$ cat config.mk
export PLATFORM = sky130hd
export DESIGN_NAME = fast_corner_strength_top
export DESIGN_NICKNAME = d
export VERILOG_FILES = /design/src/rtl/fcs_pkg.sv /design/src/rtl/fcs_lane.sv /design/src/rtl/fcs_merge.sv /design/src/rtl/fast_corner_strength_top.sv
export SDC_FILE = /design/constraint.sdc
export NUM_CORES = 2
export LEC_CHECK = 0
export BUFFER_PORTS_ARGS = -buffer_cell sky130_fd_sc_hd__clkbuf_2
export CAP_MARGIN = 20
export CORE_ASPECT_RATIO = 1.1
export CORE_MARGIN = 1
export CORE_UTILIZATION = 55
export DETAILED_ROUTE_END_ITERATION = 10
export HOLD_SLACK_MARGIN = 0.06
export PLACE_DENSITY = 0.82
export SLEW_MARGIN = 0
export SYNTH_ARGS = -nofsm -noshare
export SYNTH_HDL_FRONTEND = slang
export SYNTH_SLANG_ARGS = --single-unit
$ cat constraint.sdc
create_clock -name clk -period 3.9 [get_ports clk]
set_input_delay 0.78 -clock clk [delete_from_list [all_inputs] [get_ports clk]]
set_output_delay 0.78 -clock clk [all_outputs]
set_load 0.01 [all_outputs]
$ cat src/rtl/fcs_pkg.sv
`timescale 1ns / 1ps
`default_nettype none
// ----------------------------------------------------------------------------
// fcs_pkg: shared types and constants of the corner strength block
// Pixel, circle and score vector types, register map codes and pipeline depth.
// ----------------------------------------------------------------------------
package fcs_pkg;

  localparam int PIXEL_W       = 8;
  localparam int CIRCLE_POINTS = 16;
  localparam int POINT_W       = $clog2(CIRCLE_POINTS);
  localparam int LANE_PARTS    = 4;
  localparam int PIPE_DEPTH    = 6;
  localparam int CFG_DATA_W    = 32;
  localparam int CFG_ADDR_W    = 3;

  localparam logic REG_THRESHOLD  = 1'b0;
  localparam logic REG_ARC_TWELVE = 1'b1;

  localparam logic [PIXEL_W-1:0] THRESHOLD_RESET = 8'd10;

  typedef logic [PIXEL_W-1:0] pixel_t;
  typedef logic [CIRCLE_POINTS-1:0][PIXEL_W-1:0] circle_t;
  typedef logic [LANE_PARTS-1:0][PIXEL_W-1:0] part_vec_t;

  function automatic pixel_t min_px(input pixel_t a, input pixel_t b);
    return (a < b) ? a : b;
  endfunction

  function automatic pixel_t max_px(input pixel_t a, input pixel_t b);
    return (a > b) ? a : b;
  endfunction

endpackage : fcs_pkg
`default_nettype wire

$ cat src/rtl/fcs_lane.sv
`timescale 1ns / 1ps
`default_nettype none
// ----------------------------------------------------------------------------
// fcs_lane: one polarity lane of the corner strength pipeline
// Forms the saturated differences of the 16 circle points, scores every
// contiguous arc by its minimum and reduces the 16 scores to four partial
// maxima, over four registered stages.
// ----------------------------------------------------------------------------
module fcs_lane
  import fcs_pkg::*;
(
  input  wire logic      clk,
  input  wire logic      polarity_bright,
  input  wire circle_t   pix,
  input  wire pixel_t    ref_level,
  input  wire logic      arc_twelve,
  output part_vec_t      part_max
);

  circle_t   diff_r;
  circle_t   diff_nxt;
  circle_t   diff2_r;
  circle_t   w4_r;
  circle_t   w4_nxt;
  circle_t   score_r;
  circle_t   score_nxt;
  part_vec_t part_r;
  part_vec_t part_nxt;
  logic      arc1_r;
  logic      arc2_r;

  always_comb begin
    for (int k = 0; k < CIRCLE_POINTS; k++) begin
      diff_nxt[k] = '0;
      if (polarity_bright) begin
        if (pix[k] > ref_level) begin
          diff_nxt[k] = pix[k] - ref_level;
        end
      end else begin
        if (ref_level > pix[k]) begin
          diff_nxt[k] = ref_level - pix[k];
        end
      end
    end
  end

  always_comb begin
    for (int s = 0; s < CIRCLE_POINTS; s++) begin
      w4_nxt[s] = min_px(min_px(diff_r[s], diff_r[POINT_W'(s + 1)]),
                         min_px(diff_r[POINT_W'(s + 2)], diff_r[POINT_W'(s + 3)]));
    end
  end

  always_comb begin
    pixel_t w8;
    pixel_t tail;
    for (int s = 0; s < CIRCLE_POINTS; s++) begin
      w8   = min_px(w4_r[s], w4_r[POINT_W'(s + 4)]);
      tail = arc2_r ? w4_r[POINT_W'(s + 8)] : diff2_r[POINT_W'(s + 8)];
      score_nxt[s] = min_px(w8, tail);
    end
  end

  always_comb begin
    for (int j = 0; j < LANE_PARTS; j++) begin
      part_nxt[j] = max_px(max_px(score_r[4*j], score_r[4*j+1]),
                           max_px(score_r[4*j+2], score_r[4*j+3]));
    end
  end

  always_ff @(posedge clk) begin
    diff_r  <= diff_nxt;
    arc1_r  <= arc_twelve;
    w4_r    <= w4_nxt;
    diff2_r <= diff_r;
    arc2_r  <= arc1_r;
    score_r <= score_nxt;
    part_r  <= part_nxt;
  end

  assign part_max = part_r;

endmodule : fcs_lane
`default_nettype wire

$ cat src/rtl/fcs_merge.sv
`timescale 1ns / 1ps
`default_nettype none
// ----------------------------------------------------------------------------
// fcs_merge: merging stage of the corner strength pipeline
// Takes the partial maxima of both polarity lanes and registers the largest.
// ----------------------------------------------------------------------------
module fcs_merge
  import fcs_pkg::*;
(
  input  wire logic      clk,
  input  wire part_vec_t dark_part,
  input  wire part_vec_t bright_part,
  output pixel_t         strength
);

  pixel_t strength_r;
  pixel_t strength_nxt;

  always_comb begin
    pixel_t dark_best;
    pixel_t bright_best;
    dark_best = max_px(max_px(dark_part[0], dark_part[1]),
                       max_px(dark_part[2], dark_part[3]));
    bright_best = max_px(max_px(bright_part[0], bright_part[1]),
                         max_px(bright_part[2], bright_part[3]));
    strength_nxt = max_px(dark_best, bright_best);
  end

  always_ff @(posedge clk) begin
    strength_r <= strength_nxt;
  end

  assign strength = strength_r;

endmodule : fcs_merge
`default_nettype wire

$ cat src/rtl/fast_corner_strength_top.sv
`timescale 1ns / 1ps
`default_nettype none
// ----------------------------------------------------------------------------
// fast_corner_strength_top: FAST-9 / FAST-12 corner strength, one pixel a clock
// Input words are a centre pixel, its 16 circle pixels and a row-end marker.
// A word is taken at each clock edge where start is high; busy stays low, so
// a new word may follow in every cycle.
// Each word yields one result word: out_valid is high for one cycle with the
// strength and the row-end copy once the word has passed the six-stage
// pipeline: a front register, four stages in each polarity lane and the
// merging stage. Throughput is one word per clock.
// The receiver cannot stall; results appear in input order.
// Threshold and arc length are written through the APB port at addresses
// 0 and 4 and take effect for words accepted afterwards.
// Synchronous reset clears the pipeline valid bits and sets the threshold
// to 10 and the arc length to nine points; words in flight are dropped.
// ----------------------------------------------------------------------------
module fast_corner_strength_top
  import fcs_pkg::*;
(
  input  wire logic                  clk,
  input  wire logic                  rst_n,
  input  wire logic                  start,
  output logic                       busy,
  input  wire logic [7:0]            in_center_pixel,
  input  wire logic [63:0]           in_circle_low,
  input  wire logic [63:0]           in_circle_high,
  input  wire logic                  in_row_last,
  output logic                       out_valid,
  output logic [7:0]                 out_strength,
  output logic                       out_row_end,
  input  wire logic                  psel,
  input  wire logic                  penable,
  input  wire logic                  pwrite,
  input  wire logic [CFG_ADDR_W-1:0] paddr,
  input  wire logic [CFG_DATA_W-1:0] pwdata,
  output logic [CFG_DATA_W-1:0]      prdata,
  output logic                       pready
);

  pixel_t                  threshold_r;
  pixel_t                  threshold_nxt;
  logic                    arc_twelve_r;
  logic                    arc_twelve_nxt;
  logic                    cfg_write;
  logic                    accept;
  circle_t                 pix_r;
  pixel_t                  dark_r;
  pixel_t                  dark_nxt;
  pixel_t                  bright_r;
  pixel_t                  bright_nxt;
  logic                    arc_r;
  logic [PIPE_DEPTH-1:0]   vld_r;
  logic [PIPE_DEPTH-1:0]   row_r;
  part_vec_t               dark_part;
  part_vec_t               bright_part;
  pixel_t                  strength;

  assign busy      = 1'b0;
  assign pready    = 1'b1;
  assign accept    = start && !busy;
  assign cfg_write = psel && penable && pwrite && pready;

  always_comb begin
    threshold_nxt  = threshold_r;
    arc_twelve_nxt = arc_twelve_r;
    if (cfg_write) begin
      unique case (paddr[2])
        REG_THRESHOLD:  threshold_nxt  = pwdata[PIXEL_W-1:0];
        REG_ARC_TWELVE: arc_twelve_nxt = pwdata[0];
        default: ;
      endcase
    end
  end

  always_comb begin
    unique case (paddr[2])
      REG_THRESHOLD:  prdata = {{(CFG_DATA_W-PIXEL_W){1'b0}}, threshold_r};
      REG_ARC_TWELVE: prdata = {{(CFG_DATA_W-1){1'b0}}, arc_twelve_r};
      default:        prdata = '0;
    endcase
  end

  always_comb begin
    logic [PIXEL_W:0] sum;
    sum = {1'b0, in_center_pixel} + {1'b0, threshold_r};
    dark_nxt   = (in_center_pixel > threshold_r) ? in_center_pixel - threshold_r : '0;
    bright_nxt = sum[PIXEL_W] ? {PIXEL_W{1'b1}} : sum[PIXEL_W-1:0];
  end

  always_ff @(posedge clk) begin
    if (!rst_n) begin
      threshold_r  <= THRESHOLD_RESET;
      arc_twelve_r <= 1'b0;
      vld_r        <= '0;
    end else begin
      threshold_r  <= threshold_nxt;
      arc_twelve_r <= arc_twelve_nxt;
      vld_r        <= {vld_r[PIPE_DEPTH-2:0], accept};
    end
  end

  always_ff @(posedge clk) begin
    pix_r    <= {in_circle_high, in_circle_low};
    dark_r   <= dark_nxt;
    bright_r <= bright_nxt;
    arc_r    <= arc_twelve_r;
    row_r    <= {row_r[PIPE_DEPTH-2:0], in_row_last};
  end

  fcs_lane u_lane_dark (
    .clk             (clk),
    .polarity_bright (1'b0),
    .pix             (pix_r),
    .ref_level       (dark_r),
    .arc_twelve      (arc_r),
    .part_max        (dark_part)
  );

  fcs_lane u_lane_bright (
    .clk             (clk),
    .polarity_bright (1'b1),
    .pix             (pix_r),
    .ref_level       (bright_r),
    .arc_twelve      (arc_r),
    .part_max        (bright_part)
  );

  fcs_merge u_merge (
    .clk         (clk),
    .dark_part   (dark_part),
    .bright_part (bright_part),
    .strength    (strength)
  );

  assign out_valid    = vld_r[PIPE_DEPTH-1];
  assign out_row_end  = row_r[PIPE_DEPTH-1];
  assign out_strength = strength;

endmodule : fast_corner_strength_top
`default_nettype wire

==> impl_metrics.py <==
metrics = {
    "sta": {
        "fin_skew_ns": 0.0346,
        "max_freq_mhz": 262,
        "fin_hold_ws_ns": 0.263,
        "slew_headroom": 0.321,
        "final-setup-viol-count": 0,
        "rsz0062_at_grt": "true",
        "slew_viol_final": 0,
        "finalHoldViolCount": 0,
        "period_minus_slack_ns": 3.81,
        "tightest_slew_ns": 1.01,
        "setup_slack_ns": 0.0885,
        "fin_crit_sh": 0.977,
    },
    "placement": {
        "post-dp-hpwl_mm": 82.7,
        "dp_cells": 5150,
        "pre_cts_ws_ns": -0.161,
        "portBuffers": 113,
        "globalplace.congestion": 0.985,
    },
    "cts": {
        "clockBufferDepth": 3,
        "ctsHoldBuffers": 0,
        "cts_made_buffers": 67,
        "clk_root_buffer_cell": "clkbuf_16",
        "h-tree-depth": 3,
        "cts_tree": "done",
        "cts.sinks": 664,
        "insertion_delay_ns": 0.62,
        "clk_pin_slew_ns": 0.06,
    },
    "setup_path": {
        "path_buf_inv": 3,
        "cpMaxStageDelayCell": "dfxtp_1",
        "critical_path.top_delay_family": "compound AO/OA/AOI/OAI gates",
        "cp-start-kind": "flip-flop",
        "crit_type": "flip-flop to flip-flop",
        "crit_arrival_ns": 4.29,
        "path_cells": "inv_1 -> ha_1 -> a21o_1 -> a2111oi_4 -> o21ai_1 -> o211ai_1 -> buf_4 -> nand2_1 -> o21ai_0 -> ha_1 -> a21oi_1 -> nor2b_1 -> o21ai_0 -> nand2b_1 -> nor3_2 -> a211oi_2 -> buf_4 -> mux2_2",
        "cp_slowest_stage_delay_ns": 0.35,
        "required_ns": 4.37,
        "cp_max_fo": 7,
        "endpoint_kind": "flip-flop",
    },
    "power": {
        "p_leak_uw": 0.0207,
        "cellPowerDensity_mw_per_mm2": 922,
        "switching_share": 0.417,
        "power_frac_comb": 0.572,
        "peakVddDrop_uv": 541,
        "clockPowerShare": 0.176,
        "switchingPower_uw": 16400,
        "p_int_uw": 23000,
        "seq_power_share": 0.252,
    },
    "final_layout": {
        "layout.cells.non_filler": 5278,
        "finalNetCount": 5143,
        "drive_gt1_frac": 0.140,
        "area_growth_syn_to_layout_pct": 14.1,
        "n_antenna_cell": 0,
        "multi_input_area_mm2": 0.0219,
        "fillers": 5182,
        "seqCellArea_mm2": 0.0133,
    },
    "drt": {
        "vias_per_cell": 5.75,
        "detail-route-antenna-nets": 0,
        "num_vias": 30335,
        "finalWirelength_mm": 104,
        "drtIter0Drc": 2255,
        "wl_per_cell_um": 19.7,
        "firstDrtPassIters": 7,
        "remaining_drc_errors": 0,
    },
    "yosys": {
        "ys_ff_latch": 664,
        "yosys-top-cells-area": "dfxtp_1 35%, ha_1 19%, mux2i_1 6.4%",
        "synth_top_area_share": 0.355,
        "yosysTopAreaCell": "dfxtp_1",
        "async_flop_share": 0,
        "synth_area_mm2": 0.0375,
        "ys_top_cells_by_count": "664 x dfxtp_1, 603 x inv_1, 574 x ha_1",
        "synth_flop_cell": "dfxtp_1",
        "ys_warn_count": 0,
        "syn_inst": 4083,
        "avgSynthCellArea_um2": 9.17,
        "yosysMostFrequentCell": "dfxtp_1",
        "synth_cell_types": 73,
        "seq_area_frac_synth": 0.355,
        "synth_edf_count": 0,
    },
    "global_routing": {
        "grt_overflow_total": 0,
        "grt_pass1_vias": 29564,
        "grtUsageTotal": 0.296,
        "grt_max_degree": 33,
        "antenna_found_initial": 1,
        "grt_pass1_wl_mm": 159,
    },
    "floorplanning": {
        "dieWidth_um": 251,
        "core_area_mm2": 0.0669,
        "ios": 222,
        "die-height_um": 276,
        "std_cell_rows": 99,
        "start_util": 0.560,
        "dieArea_mm2": 0.0691,
    },
    "min_path": {
        "hold_path_class": "input pin to flip-flop",
    },
    "run": {
        "maxCapViolCount": 0,
    },
    "outcome": {
        "status": "finished, final reports clean",
    },
}
-- path summary, 6_finish.rpt --
check	startpoint	end	slack [ns]	cells after the start
hold reg to reg	u_lane_bright.arc1_r	u_lane_bright.arc2_r	0.32	0
setup / recovery	u_lane_dark.w4_r[12]	u_lane_dark.score_r[109]	0.09	18
hold / removal	in_circle_low[28]	pix_r[28]	0.26	1
setup reg to reg	u_lane_dark.w4_r[12]	u_lane_dark.score_r[109]	0.09	18
-- registers in the layout, summed over array words and instances, names as in the netlist, 16 cells and up --
register and flops:
u_lane_bright.diff_r 72, u_lane_bright.part_max 16, u_lane_bright.score_r 64, u_lane_bright.w4_r 64, u_lane_dark.w4_r 56, u_lane_dark.diff2_r 64
pix_r 72, u_lane_dark.score_r 64, u_lane_bright.diff2_r 56, u_lane_dark.part_max 16, u_lane_dark.diff_r 72
-- cell type report --
class | count | area share
Clock buffer | 85 | 0.0451
Clock inverter | 33 | 0.0109
Inverter | 603 | 0.0530
Multi-Input combinational cell | 2766 | 0.512
Sequential cell | 664 | 0.312
Tap cell | 858 | 0.0251
Timing Repair Buffer | 269 | 0.0418
-- what timing repair did --
item,4_1_cts,5_1_grt
gates cloned,0,1
setup buffers,1,8
gates resized for setup,4,91
endpoints found under the setup margin,17,130
pin swaps,1,11
-- cells by family (layout without fill, tap and decap cells) --
kind of cell	Yosys count	in the layout	share of synthesized area
AOI/OAI and AO/OA	816	817	0.139
other	2	26	0.000201
and+or+nand+nor	923	923	0.120
buffers and inverters	678	990	0.0707
xor gates and xnor gates	23	23	0.00538
DFF	664	664	0.355
adders and majority gates	594	594	0.202
muxes	383	383	0.107
-- worst reg2reg max path, delay by kind of cell (launching register included) --
kind | cells | cell delay (ns)
flip-flops | 1 | 0.35
buffers and inverters | 3 | 0.48
AND/OR/NAND/NOR | 4 | 0.48
adder cells (fa/ha/maj) | 2 | 0.65
AO/OA/AOI/OAI | 8 | 1.45
multiplexers | 1 | 0.28
-- per-layer routing --
| layer | up-vias | routed length (µm) | global-route usage |
|---|---|---|---|
| met4 | 2 | 6140 | 0.174 |
| met1 | 14150 | 42700 | 0.358 |
| met3 | 331 | 6900 | 0.0396 |
| met5 | - | 8 | 0 |
| met2 | 1179 | 48300 | 0.504 |
| li1 | 14673 | - | - |
-- power by group through the flow --
stage | Clock, µW | Combinational [µW] | Sequential [µW]
after floorplan | 0 | 15900 | 9310
after global placement | 0 | 20700 | 9940
after detailed placement | 0 | 21300 | 9980
after CTS | 6990 | 21600 | 9850
after global routing | 7280 | 24800 | 10000
final | 6950 | 22500 | 9920
-- per-stage QoR --
step / power [µW] / area (µm²) / utilization / setup TNS [ns]
after floorplan: 25200 / 37500 / - / 0
after global placement: 30600 / 39900 / 0.597 / -0.781
after detailed placement: 31300 / 39900 / 0.597 / -1.16
after CTS: 38400 / 42400 / 0.633 / 0
after global routing: 42100 / 42700 / 0.639 / -0.359
final: 39400 / 42700 / 0.639 / 0
-- layout by cell type, fill, tap and decap left out, types with 89 or more instances in the layout --
cell type / netlist / layout
a21o_1: 97 / 97
a21oi_1: 211 / 201
buf_4: 26 / 151
clkbuf_2: 0 / 113
dfxtp_1: 664 / 649
ha_1: 574 / 571
inv_1: 603 / 603
mux2_2: 142 / 142
mux2i_1: 241 / 234
nand2_1: 198 / 198
nor2_1: 274 / 272
nor2b_1: 89 / 89
nor3_1: 104 / 102
o21ai_0: 252 / 236
Note: power is estimated with default switching activity, not from simulation.
